### src/rtl/smpd_pkg.sv
`timescale 1ns / 1ps
`default_nettype none
package smpd_pkg;
   localparam int MAX_PACKET_BYTES = 8;
   localparam int COORD_BITS = 12;
   localparam int IDX_BITS = $clog2(MAX_PACKET_BYTES);
   localparam int CNT_BITS = $clog2(MAX_PACKET_BYTES + 1);
   localparam int REM_BITS = 11;

   localparam logic [3:0] PROTO_NONE = 4'd0;
   localparam logic [3:0] PROTO_MS = 4'd1;
   localparam logic [3:0] PROTO_MSC = 4'd2;
   localparam logic [3:0] PROTO_BUS = 4'd3;
   localparam logic [3:0] PROTO_MM = 4'd4;
   localparam logic [3:0] PROTO_LOGI = 4'd5;
   localparam logic [3:0] PROTO_PS2 = 4'd6;
   localparam logic [3:0] PROTO_IMPS2 = 4'd7;
   localparam logic [3:0] PROTO_EXPS2 = 4'd8;

   localparam logic [2:0] REG_PROTOCOL = 3'd0;
   localparam logic [2:0] REG_SYNC_MASK = 3'd1;
   localparam logic [2:0] REG_SYNC_ID = 3'd2;
   localparam logic [2:0] REG_PACKET_LENGTH = 3'd3;
   localparam logic [2:0] REG_CELL_WIDTH = 3'd4;
   localparam logic [2:0] REG_CELL_HEIGHT = 3'd5;
   localparam logic [2:0] REG_SCREEN_COLUMNS = 3'd6;
   localparam logic [2:0] REG_SCREEN_ROWS = 3'd7;

   typedef struct packed {
      logic start;
      logic signed [REM_BITS+1:0] dividend;
      logic [6:0] divisor;
   } div_req_type;

   typedef struct packed {
      logic done;
      logic signed [REM_BITS+1:0] quotient;
      logic signed [REM_BITS-1:0] remainder;
   } div_rsp_type;
endpackage
`default_nettype wire

### src/rtl/smpd_divider.sv
`timescale 1ns / 1ps
`default_nettype none
// Restoring signed divide, one quotient bit per cycle, truncating toward zero.
module smpd_divider (
   input wire logic clock,
   input wire logic reset,
   input wire smpd_pkg::div_req_type req,
   output smpd_pkg::div_rsp_type rsp
);
   localparam int W = smpd_pkg::REM_BITS + 2;
   logic busy_ff, busy_in;
   logic [4:0] cnt_ff, cnt_in;
   logic [W-1:0] quo_ff, quo_in;
   logic [7:0] rem_ff, rem_in;
   logic [6:0] dvs_ff, dvs_in;
   logic neg_ff, neg_in;
   logic done_ff, done_in;
   logic [8:0] trial;

   always_comb begin
      busy_in = busy_ff;
      cnt_in = cnt_ff;
      quo_in = quo_ff;
      rem_in = rem_ff;
      dvs_in = dvs_ff;
      neg_in = neg_ff;
      done_in = 1'b0;
      trial = {rem_ff, quo_ff[W-1]} - {2'b00, dvs_ff};
      if (req.start) begin
         busy_in = 1'b1;
         cnt_in = 5'(W);
         neg_in = req.dividend[W-1];
         quo_in = req.dividend[W-1] ? W'(-req.dividend) : W'(req.dividend);
         rem_in = '0;
         dvs_in = req.divisor;
      end else if (busy_ff) begin
         if (!trial[8]) begin
            rem_in = trial[7:0];
            quo_in = {quo_ff[W-2:0], 1'b1};
         end else begin
            rem_in = {rem_ff[6:0], quo_ff[W-1]};
            quo_in = {quo_ff[W-2:0], 1'b0};
         end
         cnt_in = cnt_ff - 5'd1;
         if (cnt_ff == 5'd1) begin
            busy_in = 1'b0;
            done_in = 1'b1;
         end
      end
   end

   always_ff @(posedge clock) begin
      if (reset) begin
         busy_ff <= 1'b0;
         done_ff <= 1'b0;
         cnt_ff <= '0;
      end else begin
         busy_ff <= busy_in;
         done_ff <= done_in;
         cnt_ff <= cnt_in;
      end
      quo_ff <= quo_in;
      rem_ff <= rem_in;
      dvs_ff <= dvs_in;
      neg_ff <= neg_in;
   end

   assign rsp.done = done_ff;
   assign rsp.quotient = neg_ff ? -$signed(quo_ff) : $signed(quo_ff);
   assign rsp.remainder = neg_ff ? smpd_pkg::REM_BITS'(-$signed({3'b000, rem_ff}))
                                 : smpd_pkg::REM_BITS'(rem_ff);

`ifndef SYNTH
   a_done_after_busy: assert property (@(posedge clock) disable iff (reset)
      done_ff |-> $past(busy_ff)) else $error("done without busy");
   a_rem_below_divisor: assert property (@(posedge clock) disable iff (reset)
      done_ff |-> rem_ff < {1'b0, dvs_ff}) else $error("remainder too large");
   a_no_start_busy: assert property (@(posedge clock) disable iff (reset)
      busy_ff && cnt_ff != 5'd1 |=> busy_ff) else $error("divider quit early");
`endif
endmodule
`default_nettype wire

### src/rtl/serial_mouse_packet_decoder_top.sv
`timescale 1ns / 1ps
`default_nettype none
// Sequence: a non-final byte is taken and the input stays ready; the final byte of a packet gives its
// result beat through a setup state, two divides through the one shared divider, and an output
// state, in that order.
// Flow: the input is not ready from a final byte until its result is loaded into the output register;
// a result beat still held at the output stalls the output step.
// Synchronous active-high reset restores register defaults, clears byte count, cursor, remainders.
module serial_mouse_packet_decoder_top (
   input wire logic clock,
   input wire logic reset,
   input wire logic req_valid,
   output logic req_ready,
   input wire logic [7:0] req_data_byte,
   output logic rsp_valid,
   input wire logic rsp_ready,
   output logic [4:0] rsp_buttons,
   output logic [11:0] rsp_column,
   output logic [11:0] rsp_row,
   output logic rsp_moved,
   input wire logic csr_write,
   input wire logic [2:0] csr_index,
   input wire logic [11:0] csr_data
);
   localparam int RB = smpd_pkg::REM_BITS;
   localparam int CB = smpd_pkg::COORD_BITS;
   localparam logic [2:0] ST_IDLE = 3'd0;
   localparam logic [2:0] ST_DX = 3'd1;
   localparam logic [2:0] ST_WX = 3'd2;
   localparam logic [2:0] ST_WY = 3'd3;
   localparam logic [2:0] ST_MOVE = 3'd4;
   localparam logic [2:0] ST_OUT = 3'd5;

   logic [3:0] protocol_ff;
   logic [7:0] sync_mask_ff, sync_id_ff;
   logic [3:0] plen_ff;
   logic [6:0] cw_ff, ch_ff;
   logic [11:0] cols_ff, rows_ff;
   logic [2:0] state_ff, state_in;
   logic [smpd_pkg::CNT_BITS-1:0] cnt_ff, cnt_in;
   logic [7:0] store_ff [smpd_pkg::MAX_PACKET_BYTES];
   logic signed [RB-1:0] remx_ff, remx_in, remy_ff, remy_in;
   logic [CB-1:0] col_ff, col_in, row_ff, row_in;
   logic signed [RB+1:0] qx_ff, qx_in, sumy_ff, sumy_in;
   logic [4:0] btn_ff, btn_in;
   logic moved_ff, moved_in;
   logic out_valid_ff, out_valid_in;
   logic [4:0] out_btn_ff;
   logic [CB-1:0] out_col_ff, out_row_ff;
   logic out_moved_ff;
   logic out_load;
   smpd_pkg::div_req_type dreq;
   smpd_pkg::div_rsp_type drsp;

   logic [3:0] eff_len;
   logic proto_ok, abort, accept, last;
   logic [7:0] dmask;
   logic [7:0] b0, b1, b2, b3, b5, b6;
   logic [4:0] bt;
   logic signed [RB+1:0] mx, my, wheel;
   logic [6:0] cw_eff, ch_eff;
   logic signed [CB+1:0] ncol, nrow;
   logic [CB-1:0] colmax, rowmax;

   function automatic logic signed [RB+1:0] sx8(input logic [7:0] v);
      return (RB+2)'($signed(v));
   endfunction
   function automatic logic signed [RB+1:0] sx7(input logic [7:0] v);
      return (RB+2)'($signed(v[6:0]));
   endfunction

   assign eff_len = (plen_ff < 4'd3) ? 4'd3 :
      (plen_ff > 4'(smpd_pkg::MAX_PACKET_BYTES)) ? 4'(smpd_pkg::MAX_PACKET_BYTES) : plen_ff;
   assign proto_ok = protocol_ff >= smpd_pkg::PROTO_MS && protocol_ff <= smpd_pkg::PROTO_EXPS2;
   assign dmask = (protocol_ff == smpd_pkg::PROTO_MS) ? 8'h40 :
      (protocol_ff == smpd_pkg::PROTO_MM || protocol_ff == smpd_pkg::PROTO_LOGI) ? 8'h80 : 8'h00;
   assign abort = protocol_ff <= smpd_pkg::PROTO_LOGI &&
      (((req_data_byte & dmask) != 8'h00) || req_data_byte == 8'h80);
   assign req_ready = (state_ff == ST_IDLE);
   assign accept = req_valid && req_ready;
   assign last = cnt_ff != '0 && !abort && ({1'b0, cnt_ff} + 5'd1 >= {1'b0, eff_len});
   assign cw_eff = (cw_ff == 7'd0) ? 7'd1 : cw_ff;
   assign ch_eff = (ch_ff == 7'd0) ? 7'd1 : ch_ff;
   assign out_load = (state_ff == ST_OUT) && (!out_valid_ff || rsp_ready);

   function automatic logic [7:0] byte_at(input int i, input logic [3:0] n,
                                         input logic [7:0] s);
      return (i < int'(n)) ? s : 8'h00;
   endfunction

   always_comb begin
      b0 = store_ff[0];
      b1 = store_ff[1];
      b2 = store_ff[2];
      b3 = byte_at(3, eff_len, store_ff[3]);
      b5 = byte_at(5, eff_len, store_ff[5]);
      b6 = byte_at(6, eff_len, store_ff[6]);
      bt = '0;
      mx = '0;
      my = '0;
      wheel = '0;
      unique case (protocol_ff)
         smpd_pkg::PROTO_MS: begin
            bt = {2'b00, b0[4], 1'b0, b0[5]};
            mx = sx8({b0[1:0], b1[5:0]});
            my = sx8({b0[3:2], b2[5:0]});
         end
         smpd_pkg::PROTO_MSC: begin
            bt = {2'b00, ~b0[0], ~b0[1], ~b0[2]};
            mx = sx8(b1) + sx8(b3);
            my = -(sx8(b2) + sx8(byte_at(4, eff_len, store_ff[4])));
            if (eff_len >= 4'd8) wheel = sx7(b5) + sx7(b6);
         end
         smpd_pkg::PROTO_BUS: begin
            bt = {2'b00, ~b0[0], ~b0[1], ~b0[2]};
            mx = sx8(b1);
            my = -sx8(b2);
         end
         smpd_pkg::PROTO_MM, smpd_pkg::PROTO_LOGI: begin
            bt = {2'b00, b0[0], b0[1], b0[2]};
            mx = b0[4] ? (RB+2)'({1'b0, b1}) : -(RB+2)'({1'b0, b1});
            my = b0[3] ? -(RB+2)'({1'b0, b2}) : (RB+2)'({1'b0, b2});
         end
         default: begin
            bt = {2'b00, b0[1], b0[2], b0[0]};
            mx = sx8(b1);
            my = -sx8(b2);
            if (protocol_ff == smpd_pkg::PROTO_IMPS2) wheel = sx8(b3);
            else if (protocol_ff == smpd_pkg::PROTO_EXPS2) wheel = (RB+2)'($signed(b3[3:0]));
         end
      endcase
      if (wheel < 0) bt[3] = 1'b1;
      if (wheel > 0) bt[4] = 1'b1;
   end

   assign colmax = (cols_ff == 12'd0) ? '0 : CB'(cols_ff - 12'd1);
   assign rowmax = (rows_ff == 12'd0) ? '0 : CB'(rows_ff - 12'd1);
   assign ncol = $signed({2'b00, col_ff}) + (CB+2)'(qx_ff);
   assign nrow = $signed({2'b00, row_ff}) + (CB+2)'(drsp.quotient);

   always_comb begin
      state_in = state_ff;
      cnt_in = cnt_ff;
      remx_in = remx_ff;
      remy_in = remy_ff;
      col_in = col_ff;
      row_in = row_ff;
      qx_in = qx_ff;
      sumy_in = sumy_ff;
      btn_in = btn_ff;
      moved_in = moved_ff;
      out_valid_in = out_valid_ff;
      dreq = '0;
      if (out_valid_ff && rsp_ready) out_valid_in = 1'b0;
      unique case (state_ff)
         ST_IDLE: begin
            if (accept && proto_ok) begin
               if (cnt_ff == '0) begin
                  if ((req_data_byte & sync_mask_ff) == sync_id_ff)
                     cnt_in = smpd_pkg::CNT_BITS'(1);
               end else if (abort) begin
                  cnt_in = '0;
               end else if (last) begin
                  cnt_in = '0;
                  state_in = ST_DX;
               end else begin
                  cnt_in = cnt_ff + smpd_pkg::CNT_BITS'(1);
               end
            end
         end
         ST_DX: begin
            btn_in = bt;
            dreq.start = 1'b1;
            dreq.dividend = (RB+2)'(remx_ff) + mx;
            dreq.divisor = cw_eff;
            sumy_in = (RB+2)'(remy_ff) + my;
            state_in = ST_WX;
         end
         ST_WX: begin
            if (drsp.done) begin
               qx_in = drsp.quotient;
               remx_in = drsp.remainder;
               dreq.start = 1'b1;
               dreq.dividend = sumy_ff;
               dreq.divisor = ch_eff;
               state_in = ST_WY;
            end
         end
         ST_WY: begin
            if (drsp.done) begin
               remy_in = drsp.remainder;
               moved_in = qx_ff != '0 || drsp.quotient != '0;
               if (qx_ff != '0 || drsp.quotient != '0) begin
                  col_in = ncol < 0 ? '0 : (ncol > $signed({2'b00, colmax}) ? colmax
                           : CB'(ncol));
                  row_in = nrow < 0 ? '0 : (nrow > $signed({2'b00, rowmax}) ? rowmax
                           : CB'(nrow));
               end
               state_in = ST_OUT;
            end
         end
         ST_OUT: begin
            // hold until the output register is free
            if (out_load) begin
               out_valid_in = 1'b1;
               state_in = ST_IDLE;
            end
         end
         default: state_in = ST_IDLE;
      endcase
   end

   always_ff @(posedge clock) begin
      if (reset) begin
         protocol_ff <= smpd_pkg::PROTO_NONE;
         sync_mask_ff <= '0;
         sync_id_ff <= '0;
         plen_ff <= 4'd3;
         cw_ff <= 7'd8;
         ch_ff <= 7'd16;
         cols_ff <= 12'd80;
         rows_ff <= 12'd25;
         state_ff <= ST_IDLE;
         cnt_ff <= '0;
         remx_ff <= '0;
         remy_ff <= '0;
         col_ff <= '0;
         row_ff <= '0;
         out_valid_ff <= 1'b0;
      end else begin
         if (csr_write) begin
            unique case (csr_index)
               smpd_pkg::REG_PROTOCOL: protocol_ff <= csr_data[3:0];
               smpd_pkg::REG_SYNC_MASK: sync_mask_ff <= csr_data[7:0];
               smpd_pkg::REG_SYNC_ID: sync_id_ff <= csr_data[7:0];
               smpd_pkg::REG_PACKET_LENGTH: plen_ff <= csr_data[3:0];
               smpd_pkg::REG_CELL_WIDTH: cw_ff <= csr_data[6:0];
               smpd_pkg::REG_CELL_HEIGHT: ch_ff <= csr_data[6:0];
               smpd_pkg::REG_SCREEN_COLUMNS: cols_ff <= csr_data;
               smpd_pkg::REG_SCREEN_ROWS: rows_ff <= csr_data;
               default: ;
            endcase
         end
         state_ff <= state_in;
         cnt_ff <= cnt_in;
         remx_ff <= remx_in;
         remy_ff <= remy_in;
         col_ff <= col_in;
         row_ff <= row_in;
         out_valid_ff <= out_valid_in;
      end
      qx_ff <= qx_in;
      sumy_ff <= sumy_in;
      btn_ff <= btn_in;
      moved_ff <= moved_in;
   end

   always_ff @(posedge clock) begin
      if (out_load) begin
         out_btn_ff <= btn_ff;
         out_col_ff <= col_ff;
         out_row_ff <= row_ff;
         out_moved_ff <= moved_ff;
      end
   end

   // store: only index below 8 written
   always_ff @(posedge clock) begin
      if (accept && proto_ok && (cnt_ff == '0 || !abort) &&
          cnt_ff < smpd_pkg::CNT_BITS'(smpd_pkg::MAX_PACKET_BYTES))
         store_ff[cnt_ff[smpd_pkg::IDX_BITS-1:0]] <= req_data_byte;
   end

   smpd_divider u_div (
      .clock(clock),
      .reset(reset),
      .req(dreq),
      .rsp(drsp)
   );

   assign rsp_valid = out_valid_ff;
   assign rsp_buttons = out_btn_ff;
   assign rsp_column = out_col_ff;
   assign rsp_row = out_row_ff;
   assign rsp_moved = out_moved_ff;

`ifndef SYNTH
   a_no_accept_busy: assert property (@(posedge clock) disable iff (reset)
      state_ff != ST_IDLE |-> !req_ready) else $error("ready while busy");
   a_out_from_seq: assert property (@(posedge clock) disable iff (reset)
      $rose(out_valid_ff) |-> $past(state_ff) == ST_OUT) else $error("stray result");
   a_col_clamped: assert property (@(posedge clock) disable iff (reset)
      $past(state_ff) == ST_WY && state_ff == ST_OUT && moved_ff |-> col_ff <= colmax)
      else $error("column clamp");
`endif
endmodule
`default_nettype wire
### config.mk
export PLATFORM = sky130hd
export DESIGN_NAME = serial_mouse_packet_decoder_top
export DESIGN_NICKNAME = d
export VERILOG_FILES = /design/src/rtl/smpd_pkg.sv /design/src/rtl/smpd_divider.sv /design/src/rtl/serial_mouse_packet_decoder_top.sv
export SDC_FILE = /design/constraint.sdc
export NUM_CORES = 1
export LEC_CHECK = 0
export BUFFER_PORTS_ARGS = -buffer_cell sky130_fd_sc_hd__buf_2
export CAP_MARGIN = 20
export CORE_UTILIZATION = 48
export CTS_CLUSTER_SIZE = 28
export DETAILED_ROUTE_END_ITERATION = 6
export PLACE_DENSITY_LB_ADDON = 0.3
export SETUP_SLACK_MARGIN = 0.5
export SYNTH_ARGS = -nofsm -noshare
export SYNTH_HDL_FRONTEND = slang
export SYNTH_SLANG_ARGS = --single-unit
### constraint.sdc
create_clock -name clock -period 6.7 [get_ports clock]
set_input_delay 2.01 -clock clock [delete_from_list [all_inputs] [get_ports clock]]
set_output_delay 2.01 -clock clock [all_outputs]
set_load 0.02 [all_outputs]
==> summary.txt <==
========================================================================================================
Run status                                                                                     completed
Gate count after technology mapping                                                                1,780
Number of storage elements in the synthesis netlist                                                  266
Most instantiated flip-flop cell in the synthesis netlist                                   sky130_fd_sc_hd__edfxtp_1
Sequential-to-total area share from yosys stat                                                    41.12%
Switching power                                                                                 1.699 mW
Via count of the first global-routing pass                                                        12,070
Type of the worst min-delay path                                                            flip-flop to flip-flop
Min cycle time layout                                                                           5.337 ns
Cts repair resizes                                                                                     0
Share of total power in combinational logic                                                        28.4%
Post-synthesis cell type with the largest combined area                                     sky130_fd_sc_hd__edfxtp_1
Number of buffers inserted for hold repair after clock tree synthesis                                  0
Design area                                                                                 17,800 sq um
Per-instance average area after synthesis                                                    9.121 sq um
Number of synthesized flops with an enable pin                                                       135
Post-CTS Setup Inserts                                                                                 0
Arrival time of the worst setup path                                                             5.62 ns
Clock root cell                                                                             sky130_fd_sc_hd__clkbuf_16
Top cell types by occurrence after synthesis                                                243 x sky130_fd_sc_hd__nand2_1, 162 x sky130_fd_sc_hd__nor2_1, 135 x sky130_fd_sc_hd__edfxtp_1
Overall power                                                                                   5.136 mW
Headroom to the max-slew limit                                                                    26.19%
DRT iter0 DRCs                                                                                       883
Synth-to-Final Area Change                                                                        9.633%
WP data required                                                                                 6.99 ns
Largest net degree at the start of global routing                                                    100
# clock sinks                                                                                        266
Placer's final routability congestion estimate                                                    0.9152
Clock tree from TritonCTS                                                                          built
Sum Neg Setup Slack                                                                                 0 ns
Number of cell instances on the worst register-to-register path                                       21
TritonCTS Buffers                                                                                     29
Min-Delay Startpoint                                                                            moved_ff
Sw frac                                                                                           33.07%
First-pass GRT wire length                                                                      61.75 mm
Total iterations of the first detailed-routing run                                                     5
Reg-to-reg slack, setup                                                                          1.36 ns
Post-CTS clock slew at the launch and capture registers of the worst setup and hold paths        0.06 ns
Skew final                                                                                    0.02578 ns
Detailed Route WL                                                                               38.61 mm
Number of DRC violations after detailed routing                                                        0
Top-level I/O count                                                                                   60
Hold violation total from the final report                                                             0
Cell count of the worst hold path                                                                      0
Die height                                                                                      185.9 um
Final period util                                                                                 79.65%
Via-per-instance ratio                                                                             5.621
Internal Dissipation                                                                            3.437 mW
Row count                                                                                             66
Critical path start-end classification                                                      flip-flop to flip-flop
Fraction of met3 tracks used by global routing                                                    2.270%
Max VDD drop                                                                                   0.1961 mV
Startpoint of the lowest-slack register-to-register path                                      plen_ff[2]
Post-layout worst setup margin                                                                  1.363 ns
Total routing resource utilization after global routing                                           22.60%
Count of port buffers added during placement                                                          59
H-Tree Depth                                                                                           1
Die boundary width                                                                              185.9 um
Post-detailed-route wirelength per cell                                                         16.97 um
Setup repair after global routing missed its margin                                                   no
Synth Net Count                                                                                    1,947
Area of the core region                                                                     32,870 sq um
Final cell count without fillers                                                                   2,275
Peak clock frequency supported by timing                                                      0.1874 GHz
Clock network power share                                                                          31.0%
Pwr Density                                                                                 288.5 nW/um^2
GR peak layer                                                                                       met2
Net count reported at finish                                                                       1,977
Ant diodes                                                                                             0
Total gr overflow                                                                                      0
Placed wire-length estimate                                                                     28.81 mm
Cell Area, Synth                                                                            16,240 sq um
Layout cell share with drive strength beyond 1                                                    7.856%
Kind of start point of the critical path                                                       flip-flop
Starting density of the core                                                                      49.40%
CTS Buffer Depth                                                                                       3
Fraction of synthesis flops using an asynchronous set or reset pin                                    0%
Die area                                                                                    34,560 sq um
Worst slack at placement                                                                        1.447 ns
Global routing met2 resource utilization                                                          39.33%
Standard cell area after detailed placement                                                 16,830 sq um
Leakage power                                                                                   7.048 nW
Area share of the largest cell type after synthesis                                               24.97%
Destination of the worst register-to-register timing path                                    sumy_ff[12]
Sequential group share of total power                                                              40.5%
Skew-Pair Late Insertion Delay                                                                   0.56 ns
Min-Delay Endpoint                                                                             rsp_moved
Count of nets left with antenna violations after detail routing                                        0
Cell with the most instances after synthesis                                                sky130_fd_sc_hd__nand2_1
Final-report setup violation count                                                                     0
Worst-path maximum fanout                                                                              8
Category of the worst setup path capture point                                                 flip-flop
Routing usage on met1                                                                             29.12%
Count of unique library cells instantiated by Yosys                                                   83
Number of max-cap violations                                                                           0
Cells taking the most area after synthesis                                                  sky130_fd_sc_hd__edfxtp_1 25%, sky130_fd_sc_hd__dfxtp_1 16%, sky130_fd_sc_hd__ha_1 10%
Slew @ Worst Pin                                                                                1.099 ns
Synthesis warning total                                                                                0
Initial antenna violation count                                                                        0
Via count of the routed design                                                                    12,790
Max-slew violation count                                                                               0
Post-placement cell count                                                                          2,219
========================================================================================================
## worst max path at each step
stage / start / end / slack (ns) / depth (start not counted)
finish: plen_ff[2] / sumy_ff[12] / 1.36 / 21
global route: plen_ff[3] / u_div.quo_ff[11] / 0.91 / 25
CTS: plen_ff[2] / sumy_ff[12] / 1.38 / 21
detailed placement: plen_ff[2] / sumy_ff[12] / 1.45 / 21
global placement: plen_ff[2] / sumy_ff[12] / 1.61 / 21
floorplan: plen_ff[3] / u_div.quo_ff[11] / 2.02 / 26
## registers in the layout, summed over array words and instances (netlist names), 12 cells and up
signal / flops
rsp_column: 12
sumy_ff: 13
col_ff: 12
cols_ff: 12
u_div.quo_ff: 13
store_ff: 52
rows_ff: 12
row_ff: 12
qx_ff: 13
rsp_row: 12
## final cells by class
class | count | area (sq um)
Fill cell | 3012 | 15070
Multi-Input combinational cell | 1348 | 8887
Sequential cell | 266 | 6676
Clock buffer | 35 | 768.2
Tap cell | 442 | 553.0
Timing Repair Buffer | 68 | 365.4
Inverter | 97 | 364.1
Clock inverter | 19 | 185.2
## cells in the final DEF, fill, tap and decap left out, types with 27 or more instances in the layout
cell | netlist | final
sky130_fd_sc_hd__a21oi_1 | 127 | 127
sky130_fd_sc_hd__buf_2 | 4 | 58
sky130_fd_sc_hd__clkbuf_16 | 0 | 29
sky130_fd_sc_hd__dfxtp_1 | 131 | 131
sky130_fd_sc_hd__edfxtp_1 | 135 | 135
sky130_fd_sc_hd__ha_1 | 131 | 131
sky130_fd_sc_hd__inv_1 | 95 | 95
sky130_fd_sc_hd__mux2i_1 | 41 | 41
sky130_fd_sc_hd__nand2_1 | 243 | 243
sky130_fd_sc_hd__nand3_1 | 27 | 27
sky130_fd_sc_hd__nor2_1 | 162 | 162
sky130_fd_sc_hd__nor2b_1 | 40 | 40
sky130_fd_sc_hd__nor3_1 | 49 | 49
sky130_fd_sc_hd__o21ai_0 | 93 | 93
sky130_fd_sc_hd__xnor2_1 | 93 | 93
## power by group through the flow
stage,Combinational (mW),Clock (mW),Sequential (mW)
CTS,1.44,1.62,2.08
finish,1.46,1.59,2.08
detailed placement,1.43,0,2.11
global placement,1.40,0,2.11
global route,1.61,1.68,2.10
floorplan,1.16,0,2.02
## per-layer routing
metal  share of wire [%]  wire length (um)
met5                   0                 0
met4                 3.3              1280
met2                  48             18370
met1                  45             17410
met3                 4.0              1547
## through the flow
stage / util [%] / hold WS [ns]
final: 54.16 / 0.4219
after CTS: 54.11 / 0.4218
after global routing: 54.16 / 0.4280
after detailed placement: 51.21 / 0.4045
after floorplan: - / 0.4003
after global placement: 51.21 / 0.4032
## critical path: stages (launching register included)
cell and delay (ns):
sky130_fd_sc_hd__dfxtp_1 0.38, sky130_fd_sc_hd__a21oi_1 0.58, sky130_fd_sc_hd__nand2_1 0.34, sky130_fd_sc_hd__and2_1 0.27, sky130_fd_sc_hd__ha_1 0.27, sky130_fd_sc_hd__inv_1 0.04, sky130_fd_sc_hd__ha_1 0.20, sky130_fd_sc_hd__a21o_1 0.17
sky130_fd_sc_hd__a21oi_1 0.22, sky130_fd_sc_hd__o21bai_1 0.11, sky130_fd_sc_hd__a21oi_1 0.18, sky130_fd_sc_hd__xnor2_1 0.14, sky130_fd_sc_hd__a21oi_1 0.10, sky130_fd_sc_hd__a21boi_0 0.14, sky130_fd_sc_hd__o32ai_1 0.41, sky130_fd_sc_hd__ha_1 0.34
sky130_fd_sc_hd__nor2b_1 0.14, sky130_fd_sc_hd__o21a_1 0.19, sky130_fd_sc_hd__o21a_1 0.19, sky130_fd_sc_hd__o21a_1 0.18, sky130_fd_sc_hd__o41a_1 0.33, sky130_fd_sc_hd__xnor2_1 0.13
## cell families (layout without fill, tap and decap cells)
logic type	Yosys count	after routing	synth area share (%)
buffers and inverters	166	219	4.138
XOR/XNOR	119	119	6.420
AO/OA/AOI/OAI	399	399	15.62
adder cells (fa/ha/maj)	139	139	11.08
flip-flops	266	266	41.12
AND/OR/NAND/NOR	646	646	18.81
multiplexers	45	45	2.805
Note: power is estimated with default switching activity, not from simulation.
